==> src/b64lw_pkg.sv <==
`timescale 1ns / 1ps
`default_nettype none
// ----------------------------------------------------------------------------
// b64lw_pkg
// shared types, constants and the base64 symbol lookup for the line-wrapping
// encoder
// ----------------------------------------------------------------------------
package b64lw_pkg;

	localparam int BYTE_W = 8;
	localparam int GPL_W  = 6;
	localparam int SIX_W  = 6;
	localparam int STEP_W = 3;

	localparam logic [GPL_W-1:0] GPL_RESET = 6'd16;

	localparam logic [BYTE_W-1:0] LINE_FEED = 8'h0A;
	localparam logic [BYTE_W-1:0] PAD_CHAR  = 8'h3D;

	// command queue between front and back
	localparam int QUEUE_DEPTH = 4;
	localparam int QPTR_W      = 2;
	localparam int QCNT_W      = 3;

	// character slots of one group command
	localparam logic [STEP_W-1:0] STEP_LF_BEFORE = 3'd0;
	localparam logic [STEP_W-1:0] STEP_SYM0      = 3'd1;
	localparam logic [STEP_W-1:0] STEP_SYM1      = 3'd2;
	localparam logic [STEP_W-1:0] STEP_SYM2      = 3'd3;
	localparam logic [STEP_W-1:0] STEP_SYM3      = 3'd4;
	localparam logic [STEP_W-1:0] STEP_LF_AFTER  = 3'd5;

	// bytes carried by a group
	typedef enum logic [1:0] {
		TAKEN_ONE   = 2'd1,
		TAKEN_TWO   = 2'd2,
		TAKEN_THREE = 2'd3
	} taken_t;

	// one group to be written out by the back end
	typedef struct packed {
		logic [BYTE_W-1:0] x;
		logic [BYTE_W-1:0] y;
		logic [BYTE_W-1:0] z;
		taken_t            taken;
		logic              lf_before;
		logic              lf_after;
	} cmd_t;

	typedef struct packed {
		logic full;
		logic not_empty;
	} q_status_t;

	// six-bit value to base64 alphabet character
	function automatic logic [BYTE_W-1:0] sym(input logic [SIX_W-1:0] v);
		logic [BYTE_W-1:0] r;
		if (v < 6'd26) begin
			r = 8'd65 + {2'b00, v};
		end else if (v < 6'd52) begin
			r = 8'd71 + {2'b00, v};
		end else if (v < 6'd62) begin
			r = {2'b00, v} - 8'd4;
		end else if (v == 6'd62) begin
			r = 8'h2B;
		end else begin
			r = 8'h2F;
		end
		return r;
	endfunction

endpackage
`default_nettype wire

==> src/b64lw_front.sv <==
`timescale 1ns / 1ps
`default_nettype none
// ----------------------------------------------------------------------------
// b64lw_front
// collects bytes into groups, tracks line fill and queues group commands
// ----------------------------------------------------------------------------
module b64lw_front (
	input  wire logic                          clk,
	input  wire logic                          arst_n,
	input  wire logic                          push,
	input  wire logic [b64lw_pkg::BYTE_W-1:0]  data_byte,
	input  wire logic                          final_byte,
	input  wire logic                          cfg_valid,
	input  wire logic [b64lw_pkg::GPL_W-1:0]   cfg_data,
	input  wire b64lw_pkg::q_status_t          q_status,
	output logic                               enq,
	output b64lw_pkg::cmd_t                    enq_cmd
);

	logic [b64lw_pkg::BYTE_W-1:0] first_q;
	logic [b64lw_pkg::BYTE_W-1:0] second_q;
	logic [1:0]                   gpos_q;
	logic [b64lw_pkg::GPL_W-1:0]  line_groups_q;
	logic [b64lw_pkg::GPL_W-1:0]  gpl_q;
	logic [b64lw_pkg::GPL_W-1:0]  limit;
	logic                         accept;
	logic                         holding;

	assign accept  = push && !q_status.full;
	assign holding = !final_byte && (gpos_q != 2'd2);
	assign limit   = (gpl_q == '0) ? 6'd1 : gpl_q;
	assign enq     = accept && !holding;

	always_comb begin
		enq_cmd.taken     = b64lw_pkg::taken_t'(gpos_q + 2'd1);
		enq_cmd.lf_before = (line_groups_q >= limit);
		enq_cmd.lf_after  = final_byte;
		case (gpos_q)
			2'd0: begin
				enq_cmd.x = data_byte;
				enq_cmd.y = '0;
				enq_cmd.z = '0;
			end
			2'd1: begin
				enq_cmd.x = first_q;
				enq_cmd.y = data_byte;
				enq_cmd.z = '0;
			end
			default: begin
				enq_cmd.x = first_q;
				enq_cmd.y = second_q;
				enq_cmd.z = data_byte;
			end
		endcase
	end

	always_ff @(posedge clk or negedge arst_n) begin
		if (!arst_n) begin
			gpos_q        <= '0;
			line_groups_q <= '0;
			gpl_q         <= b64lw_pkg::GPL_RESET;
		end else begin
			if (cfg_valid) begin
				gpl_q <= cfg_data;
			end
			if (accept) begin
				if (holding) begin
					gpos_q <= gpos_q + 2'd1;
				end else begin
					gpos_q <= '0;
					if (final_byte) begin
						line_groups_q <= '0;
					end else if (enq_cmd.lf_before) begin
						line_groups_q <= 6'd1;
					end else begin
						line_groups_q <= line_groups_q + 6'd1;
					end
				end
			end
		end
	end

	// pending bytes, no reset needed
	always_ff @(posedge clk) begin
		if (accept && holding) begin
			if (gpos_q == 2'd0) begin
				first_q <= data_byte;
			end else begin
				second_q <= data_byte;
			end
		end
	end

endmodule
`default_nettype wire

==> src/b64lw_cmdq.sv <==
`timescale 1ns / 1ps
`default_nettype none
// ----------------------------------------------------------------------------
// b64lw_cmdq
// small command queue between the front and back ends
// ----------------------------------------------------------------------------
module b64lw_cmdq (
	input  wire logic              clk,
	input  wire logic              arst_n,
	input  wire logic              enq,
	input  wire b64lw_pkg::cmd_t   enq_cmd,
	input  wire logic              deq,
	output b64lw_pkg::cmd_t        head,
	output b64lw_pkg::q_status_t   status
);

	b64lw_pkg::cmd_t                  entries_q [b64lw_pkg::QUEUE_DEPTH];
	logic [b64lw_pkg::QPTR_W-1:0]     wr_ptr_q;
	logic [b64lw_pkg::QPTR_W-1:0]     rd_ptr_q;
	logic [b64lw_pkg::QCNT_W-1:0]     count_q;

	assign status.full      = (count_q == b64lw_pkg::QCNT_W'(b64lw_pkg::QUEUE_DEPTH));
	assign status.not_empty = (count_q != '0);
	assign head             = entries_q[rd_ptr_q];

	always_ff @(posedge clk or negedge arst_n) begin
		if (!arst_n) begin
			wr_ptr_q <= '0;
			rd_ptr_q <= '0;
			count_q  <= '0;
		end else begin
			if (enq) begin
				wr_ptr_q <= wr_ptr_q + 1'b1;
			end
			if (deq) begin
				rd_ptr_q <= rd_ptr_q + 1'b1;
			end
			case ({enq, deq})
				2'b10:   count_q <= count_q + 1'b1;
				2'b01:   count_q <= count_q - 1'b1;
				default: count_q <= count_q;
			endcase
		end
	end

	always_ff @(posedge clk) begin
		if (enq) begin
			entries_q[wr_ptr_q] <= enq_cmd;
		end
	end

endmodule
`default_nettype wire

==> src/b64lw_back.sv <==
`timescale 1ns / 1ps
`default_nettype none
// ----------------------------------------------------------------------------
// b64lw_back
// walks a group command a character per cycle into char_q when empty or popped
// ----------------------------------------------------------------------------
module b64lw_back (
	input  wire logic                         clk,
	input  wire logic                         arst_n,
	input  wire b64lw_pkg::cmd_t              head,
	input  wire b64lw_pkg::q_status_t         q_status,
	output logic                              deq,
	input  wire logic                         pop,
	output logic                              empty,
	output logic [b64lw_pkg::BYTE_W-1:0]      out_char,
	output logic                              last_of_run
);

	b64lw_pkg::cmd_t              cmd_q;
	logic                         busy_q;
	logic [b64lw_pkg::STEP_W-1:0] step_q;
	logic                         ov_q;
	logic [b64lw_pkg::BYTE_W-1:0] char_q;
	logic                         last_q;

	logic                         can_emit;
	logic                         emit;
	logic                         at_end;
	logic [b64lw_pkg::STEP_W-1:0] end_step;
	logic [b64lw_pkg::STEP_W-1:0] head_start;
	logic [b64lw_pkg::BYTE_W-1:0] cur_char;

	assign can_emit   = !ov_q || pop;
	assign emit       = busy_q && can_emit;
	assign end_step   = cmd_q.lf_after ? b64lw_pkg::STEP_LF_AFTER : b64lw_pkg::STEP_SYM3;
	assign at_end     = (step_q == end_step);
	assign head_start = head.lf_before ? b64lw_pkg::STEP_LF_BEFORE : b64lw_pkg::STEP_SYM0;
	assign deq        = q_status.not_empty && (!busy_q || (emit && at_end));

	assign empty       = !ov_q;
	assign out_char    = char_q;
	assign last_of_run = last_q;

	always_comb begin
		case (step_q)
			b64lw_pkg::STEP_SYM0: cur_char = b64lw_pkg::sym(cmd_q.x[7:2]);
			b64lw_pkg::STEP_SYM1: cur_char = b64lw_pkg::sym({cmd_q.x[1:0], cmd_q.y[7:4]});
			b64lw_pkg::STEP_SYM2: begin
				cur_char = (cmd_q.taken == b64lw_pkg::TAKEN_ONE) ? b64lw_pkg::PAD_CHAR
					: b64lw_pkg::sym({cmd_q.y[3:0], cmd_q.z[7:6]});
			end
			b64lw_pkg::STEP_SYM3: begin
				cur_char = (cmd_q.taken == b64lw_pkg::TAKEN_THREE)
					? b64lw_pkg::sym(cmd_q.z[5:0]) : b64lw_pkg::PAD_CHAR;
			end
			default: cur_char = b64lw_pkg::LINE_FEED;
		endcase
	end

	always_ff @(posedge clk or negedge arst_n) begin
		if (!arst_n) begin
			busy_q <= 1'b0;
			step_q <= '0;
			ov_q   <= 1'b0;
		end else begin
			if (emit) begin
				ov_q <= 1'b1;
			end else if (pop) begin
				ov_q <= 1'b0;
			end
			if (deq) begin
				busy_q <= 1'b1;
				step_q <= head_start;
			end else if (emit) begin
				if (at_end) begin
					busy_q <= 1'b0;
				end else begin
					step_q <= step_q + 1'b1;
				end
			end
		end
	end

	// payload registers
	always_ff @(posedge clk) begin
		if (deq) begin
			cmd_q <= head;
		end
		if (emit) begin
			char_q <= cur_char;
			last_q <= at_end;
		end
	end

endmodule
`default_nettype wire

==> src/base64_line_wrapping_encoder.sv <==
`timescale 1ns / 1ps
`default_nettype none
// ----------------------------------------------------------------------------
// base64_line_wrapping_encoder
// base64 encoder with fixed-width line wrapping and padded final flush
// ----------------------------------------------------------------------------
// path: a byte that closes a group goes through the command queue and the back
//   end's command register before its first character is registered
// throughput: one byte per cycle in unless full, one character per cycle out
//   if empty or popped; the back end's character walk sets the sustained rate
// reset: arst_n clears all control state, line count and held-byte count;
//   groups_per_line returns to 16
module base64_line_wrapping_encoder (
	input  wire logic        clk,
	input  wire logic        arst_n,
	// byte input, queue style
	input  wire logic        push,
	output logic             full,
	input  wire logic [7:0]  data_byte,
	input  wire logic        final_byte,
	// character output, queue style
	output logic             empty,
	input  wire logic        pop,
	output logic [7:0]       out_char,
	output logic             last_of_run,
	// groups_per_line write channel
	input  wire logic        cfg_valid,
	output logic             cfg_ready,
	input  wire logic [5:0]  cfg_data
);

	b64lw_pkg::q_status_t q_status;
	b64lw_pkg::cmd_t      enq_cmd;
	b64lw_pkg::cmd_t      head;
	logic                 enq;
	logic                 deq;

	// register writes land at once, the block is idle by contract
	assign cfg_ready = 1'b1;

	// input stalls only when the command queue is full
	assign full = q_status.full;

	// front end: groups bytes, decides line feeds, one command per group
	b64lw_front u_front (
		.clk        (clk),
		.arst_n     (arst_n),
		.push       (push),
		.data_byte  (data_byte),
		.final_byte (final_byte),
		.cfg_valid  (cfg_valid),
		.cfg_data   (cfg_data),
		.q_status   (q_status),
		.enq        (enq),
		.enq_cmd    (enq_cmd)
	);

	// decoupling queue, lets the front keep taking bytes while characters drain
	b64lw_cmdq u_cmdq (
		.clk     (clk),
		.arst_n  (arst_n),
		.enq     (enq),
		.enq_cmd (enq_cmd),
		.deq     (deq),
		.head    (head),
		.status  (q_status)
	);

	// back end: leading line feed, four symbols or pads, trailing line feed
	b64lw_back u_back (
		.clk         (clk),
		.arst_n      (arst_n),
		.head        (head),
		.q_status    (q_status),
		.deq         (deq),
		.pop         (pop),
		.empty       (empty),
		.out_char    (out_char),
		.last_of_run (last_of_run)
	);

endmodule
`default_nettype wire
==> config.mk <==
export PLATFORM = sky130hd
export DESIGN_NAME = base64_line_wrapping_encoder
export DESIGN_NICKNAME = d
export VERILOG_FILES = /design/src/b64lw_pkg.sv /design/src/b64lw_front.sv /design/src/b64lw_cmdq.sv /design/src/b64lw_back.sv /design/src/base64_line_wrapping_encoder.sv
export SDC_FILE = /design/constraint.sdc
export NUM_CORES = 1
export LEC_CHECK = 0
export BUFFER_PORTS_ARGS = -buffer_cell sky130_fd_sc_hd__clkbuf_2
export CAP_MARGIN = 20
export CORE_ASPECT_RATIO = 1.5
export CORE_MARGIN = 3
export CORE_UTILIZATION = 30
export DETAILED_ROUTE_END_ITERATION = 8
export SETUP_SLACK_MARGIN = 0.3
export SYNTH_ARGS = -nofsm -noshare
export SYNTH_HDL_FRONTEND = slang
export SYNTH_SLANG_ARGS = --single-unit
export TNS_END_PERCENT = 20
==> constraint.sdc <==
create_clock -name clk -period 7.25 [get_ports clk]
set_input_delay 2.175 -clock clk [delete_from_list [all_inputs] [get_ports clk]]
set_output_delay 2.175 -clock clk [all_outputs]
set_load 0.03 [all_outputs]
=== Word level (Yosys, flattened, before mapping) ===
Memories as Yosys holds them, arrays and structs flattened.
Cells that the tools add are included.
W data, S select, Z words.

* Register bits after elaboration: 78
* Bits in writable memories: 112
* Input bits: 20
* Output and inout port bits: 12
* Word-level logic and storage cells: 133
* Memories: 1

{| class="wikitable"
|+ Memory list
! name !! depth !! bits a word !! rd ports !! clocked after Yosys merged registers in !! write ports !! RTL line !! text
|-
| u_cmdq.entries_q || 4 || 28 || 1 || 0 || 1 || b64lw_cmdq.sv:17 || <nowiki>b64lw_pkg::cmd_t entries_q [b64lw_pkg::QUEUE_DEPTH];</nowiki>
|}

* Add/subtract/negate cells: 19
* $lt $le $gt $ge: 13
* Equality and inequality tests: 17
* Muxes and demuxes: 37
* Bitwise operators: 2
* Reductions and logical operators: 26

{| class="wikitable"
|+ Operators with widths
! kind !! count
|-
| $mux W8 || 14
|-
| $add A7 B6 Y8 const A || 8
|-
| $lt A6 B6 Y1 const B || 8
|-
| $pmux W24 S2 || 1
|-
| $pmux W8 S4 || 1
|-
| $sub A6 B3 Y7 const B || 4
|-
| $eq A6 B6 Y1 const B || 4
|-
| $lt A6 B5 Y1 const B || 4
|-
| $mux W3 || 7
|-
| $mux W6 || 3
|-
| $reduce_and A2 Y1 || 5
|-
| $mux W1 || 9
|-
| $reduce_bool A2 Y1 || 4
|-
| $logic_and A1 B1 Y1 || 7
|-
| $add A2 B1 Y2 const B || 3
|-
| $add A3 B1 Y3 const B || 2
|-
| $add A6 B1 Y6 const B || 1
|-
| $eq A2 B1 Y1 const B || 3
|-
| $eq A3 B2 Y1 const B || 2
|-
| $eq A3 B3 Y1 const B || 2
|-
| $ge A6 B6 Y1 || 1
|-
| $logic_not A6 Y1 || 1
|-
| $pmux W3 S2 || 1
|-
| $logic_not A1 Y1 || 5
|-
| 10 further kinds || 14
|}

=== Logic depth before layout (Yosys ltp) ===
* Depth in word-level cells: 8
* Gate-level depth with buffers: 11
* Gate-level depth less buffers: 11

=== By module ===
From an unflattened synthesis, not the netlist that was laid out.

* Cell total of the unflattened synthesis: 648
* Area total of the unflattened synthesis: 9151.3 um2

{| class="wikitable"
|+ By module, submodules not included
! module !! instances !! cells each !! area an instance (um2) !! sequential area each (um2)
|-
| b64lw_cmdq || 1 || 179 || 4433.0 || 3538.4
|-
| b64lw_back || 1 || 326 || 3124.2 || 1206.2
|-
| b64lw_front || 1 || 141 || 1582.8 || 832.0
|-
| base64_line_wrapping_encoder || 1 || 2 || 11.3 || 0.0
|}

=== Least setup slack after synthesis ===
OpenSTA, ideal clock, no wires.

* Kind: input -> register
* Start: in pop
* End: reg u_cmdq.count_q[2] in the netlist's numbering
* Setup time: 0.079 ns
* Data arrival time: 4.184 ns
* Required time: 7.171 ns
* Slack: 2.987 ns
* Cell stages on the path: 11
* Path buffers: 1
* Cells stage by stage: nand2b_1 inv_1 o21ai_0 o31a_1 buf_2 ha_1 inv_1 fa_1 xor2_1 nor2_1 xor2_1

* Word-level cells in the longest chain between the ends: 7
* Elaborated cells on any way between the ends: 9
* Those cells by class: eq/ne (2); mux (1); reduce/logical (6)

{| class="wikitable"
|+ Ends and longest elaborated chain
! element !! RTL line !! text
|-
| start: declaration || base64_line_wrapping_encoder.sv:23 || <nowiki>input wire logic pop,</nowiki>
|-
| $logic_or A1 B1 Y1 * || b64lw_back.sv:33 || <nowiki>assign can_emit = !ov_q || pop;</nowiki>
|-
| $logic_and A1 B1 Y1 * || b64lw_back.sv:34 || <nowiki>assign emit = busy_q && can_emit;</nowiki>
|-
| $logic_and A1 B1 Y1 * || b64lw_back.sv:38 || <nowiki>assign deq = q_status.not_empty && (!busy_q || (emit && at_end));</nowiki>
|-
| $logic_or A1 B1 Y1 * || b64lw_back.sv:38 ||
|-
| $logic_and A1 B1 Y1 * || b64lw_back.sv:38 ||
|-
| net deq || base64_line_wrapping_encoder.sv:36 || <nowiki>logic deq;</nowiki>
|-
| $eq A2 B1 Y1 or $eq A2 B2 Y1 (tied branches) || b64lw_cmdq.sv:38 || <nowiki>case ({enq, deq})</nowiki>
|-
| $pmux W3 S2 or $reduce_bool A2 Y1 (tied branches) || - ||
|-
| end signal: assignment || b64lw_cmdq.sv:39 || <nowiki>2'b10: count_q <= count_q + 1'b1;</nowiki>
|-
| end signal: assignment || b64lw_cmdq.sv:40 || <nowiki>2'b01: count_q <= count_q - 1'b1;</nowiki>
|-
| end signal: assignment || b64lw_cmdq.sv:41 || <nowiki>default: count_q <= count_q;</nowiki>
|-
| end: declaration || b64lw_cmdq.sv:20 || <nowiki>logic [b64lw_pkg::QCNT_W-1:0] count_q;</nowiki>
|}

The timed path passes the listed nets; every way through them passes the cells marked *.
A chain may end at the register's enable or synchronous reset.

=== Worst setup path after layout ===
* Start: in pop
* End: reg u_cmdq.count_q[2] in the netlist's numbering

* Word-level cells in the longest chain between the ends: 7
* Elaborated cells on any way between the ends: 9
* Those cells by class: eq/ne (2); mux (1); reduce/logical (6)

{| class="wikitable"
|+ Ends and longest elaborated chain
! element !! RTL line
|-
| $logic_or A1 B1 Y1 * || b64lw_back.sv:33
|-
| $logic_and A1 B1 Y1 * || b64lw_back.sv:34
|-
| $logic_and A1 B1 Y1 * || b64lw_back.sv:38
|-
| $logic_or A1 B1 Y1 * || b64lw_back.sv:38
|-
| $logic_and A1 B1 Y1 * || b64lw_back.sv:38
|-
| $eq A2 B1 Y1 or $eq A2 B2 Y1 (tied branches) || b64lw_cmdq.sv:38
|-
| $pmux W3 S2 or $reduce_bool A2 Y1 (tied branches) || -
|}

Mark *: on every way between the ends. The rest lies on a longest branch, timed or not.

==> metrics.txt <==
ys async rst share 0.137; initial core utilization 0.305; GR Overflow Total 0; skew final 0.00999 ns; ANT cells 0; Hold Fails Final Rpt 0; sequential fraction of the synthesis area 0.618; EDFF count, synth 164; YS warnings 0; layout cell share with drive strength beyond 1 0.166; Worst Setup SP pop; FF-to-FF setup slack 4.52 ns; setup repair bufs after CTS 0; DP HPWL 12.1 mm; die area 0.0322 mm²; hold path depth 1; level count of the clock H-tree 4; CTS tree done; Vias/cell 4.77; Hold-fix buffers, CTS 0; Reg2Reg Depth 11; Final nets 739; Worst Tran Pin Value 0.694 ns; Die Height 218 µm; Mapped Avg Cell Area 14.0 µm²; all-layer global routing usage 0.110; reg2reg start u_back.step_q[0]$_DFFE_PN0P_; hold_sp u_back.busy_q$_DFFE_PN0P_; ys flop type edfxtp_1; Fin Setup TNS 0 ns; clock buffer depth 2; CTS Buf Count 17; dpl cells 1051; Remaining DRCs 0; DR vias 5163; crit path capture type flop; fin cells 1083; Fmax 0.257 GHz; CP startpoint kind input pin; Rows 77; clk sink count 190; Power Dens Cells 405 mW/mm²; fin crit period 3.90 ns; R2R Path End u_cmdq.count_q[2]$_DFFE_PN0P_; final core utilization 0.346; pin count of the biggest net entering global routing 35; first-pass GRT wire length 28.0 mm; Yosys reg bits 190; Syn Nets 706; number of distinct library cells after synthesis 69; Mapped Area 0.00902 mm²; later-pin clock latency in the skew report 0.43 ns; Synth-to-Final Area Change 13.6%; status complete, no violations; Worst VDD drop 0.294 mV; Root Buffer clkbuf_16; CP Class in -> reg; Hold Path Class reg -> reg; # Max-Cap Violations 0; ANT nets after route 0; vias in the first global route 5242; WL/cell 15.7 µm; Placer Congestion 0.843; Worst Hold End u_back.ov_q$_DFFE_PN0P_; synthesized netlist cell count 643; final hold slack 0.482 ns; Ports 32; Rel. slew slack 0.536; CP arrival 4.24 ns; initial antenna violation count 0; Final Setup Violations 0; RSZ-0062 raised after global routing no; DRT Pass-1 Iters 5; Pwr Total 4.15 mW; Starting DRT DRC Count 302; Final period util 0.538; Die Wd 148 µm; Leak 3.75 nW; PortBufs 30; core area 0.0296 mm²; # resized after CTS 0; Total Wirelength 17.0 mm; crit path max fanout 34; CP Data Required Time 7.60 ns; final-report max-slew violation count 0; Worst-path clk slew 0.06 ns
[metrics by stage]
stage | area, µm² | setup WS (ns)
after floorplan | 9020 | 2.99
after global placement | 9580 | 2.91
after detailed placement | 9580 | 2.87
after CTS | 10200 | 3.33
after global routing | 10200 | 3.17
final | 10200 | 3.35
[sequential cells by signal (all words and copies together), names as in the netlist, 2 cells and up]
| signal | cells |
|---|---|
| u_back.cmd_q | 27 |
| u_back.out_char | 8 |
| u_cmdq.entries_q | 112 |
| u_cmdq.count_q | 3 |
| u_front.second_q | 8 |
| u_front.line_groups_q | 6 |
| u_cmdq.wr_ptr_q | 2 |
| u_front.first_q | 8 |
| u_front.gpl_q | 6 |
| u_cmdq.rd_ptr_q | 2 |
| u_back.step_q | 3 |
| u_front.gpos_q | 2 |
[cells by family (layout without fill, tap and decap cells)]
kind of cell             Yosys count  after routing  share of synthesized area
flip-flops                       190            190                      0.618
AND/OR/NAND/NOR                  158            158                     0.0931
AO/OA/AOI/OAI                    142            142                      0.108
buffers and inverters             62            107                     0.0308
adder cells (fa/ha/maj)           43             43                     0.0605
multiplexers                      32             32                     0.0745
XOR/XNOR                          15             15                     0.0146
other                              1              1                   0.000416
[metal layers]
layer	routed length, µm	global-route usage	part of all wire	up-vias
met5	0	0	0	-
met4	356	0.0382	0.021	0
met3	494	0.0228	0.029	22
met2	8930	0.193	0.52	100
met1	7270	0.134	0.43	2520
li1	-	-	-	2521
[cell type report]
type                            count  area [µm²]
Inverter                           39         146
Multi-Input combinational cell    391        3160
Sequential cell                   190        5580
Tap cell                          395         494
Clock inverter                     12         210
Clock buffer                       19         433
Fill cell                        2873       19300
Timing Repair Buffer               37         215
[cells in the mapped netlist, drive strengths merged, types with 6 or more instances]
library cell	instances	area (µm²)
mux4	28	631
a22o	14	123
a211oi	6	45.0
a31oi	6	37.5
o211ai	10	75.1
nand2	47	179
nand3	20	100
a21oi	27	154
a21o	10	76.3
nor3	11	60.1
nor2b	6	37.5
inv	39	146
xnor2	10	87.6
edfxtp	164	4920
buf	13	91.3
nand2b	9	63.8
nor2	24	97.6
ha	42	526
clkbuf	10	40.0
and2	17	106
or3	6	37.5
dfrtp	25	626
o21ai	35	175
[layout by cell type (no fill, tap or decap), drive strengths merged, types with 4 or more instances in the layout]
| master | count |
|---|---|
| o31ai | 4 |
| xnor2 | 10 |
| clkbuf | 49 |
| a31oi | 6 |
| a21o | 10 |
| inv | 41 |
| o211ai | 10 |
| mux4 | 28 |
| dfrtp | 25 |
| a211o | 5 |
| nand3b | 4 |
| nand2b | 9 |
| edfxtp | 164 |
| and2 | 17 |
| a22o | 14 |
| a21oi | 27 |
| bufinv | 5 |
| buf | 7 |
| nor2 | 24 |
| nand3 | 20 |
| nor2b | 6 |
| nand2 | 47 |
| nor3 | 11 |
| o21ai | 35 |
| xor2 | 5 |
| or3 | 6 |
| a211oi | 6 |
| ha | 42 |
[worst max-delay path by stage]
stage,slack [ns],cells past startpoint,to
3_5_place_dp,2.87,12,u_cmdq.count_q[2]$_DFFE_PN0P_
3_3_place_gp,2.91,12,u_cmdq.count_q[2]$_DFFE_PN0P_
5_1_grt,3.17,12,u_cmdq.count_q[2]$_DFFE_PN0P_
6_report,3.35,12,u_cmdq.count_q[2]$_DFFE_PN0P_
4_1_cts,3.33,12,u_cmdq.count_q[2]$_DFFE_PN0P_
2_1_floorplan,2.99,11,u_cmdq.count_q[2]$_DFFE_PN0P_
[critical path, cell delays in order]
cell	delay, ns
clkbuf_2	0.07
nand2b_1	0.13
inv_1	0.04
o21ai_0	0.20
o31a_1	0.17
buf_4	0.35
ha_1	0.26
inv_1	0.06
fa_1	0.37
xor2_1	0.15
nor2_1	0.12
xor2_1	0.15
[where the power goes]
part | internal (mW) | switching (mW)
registers | 1.59 | 0.177
clock network | 0.615 | 0.392
logic | 0.564 | 0.818
Power figures use the tool's default switching activity.
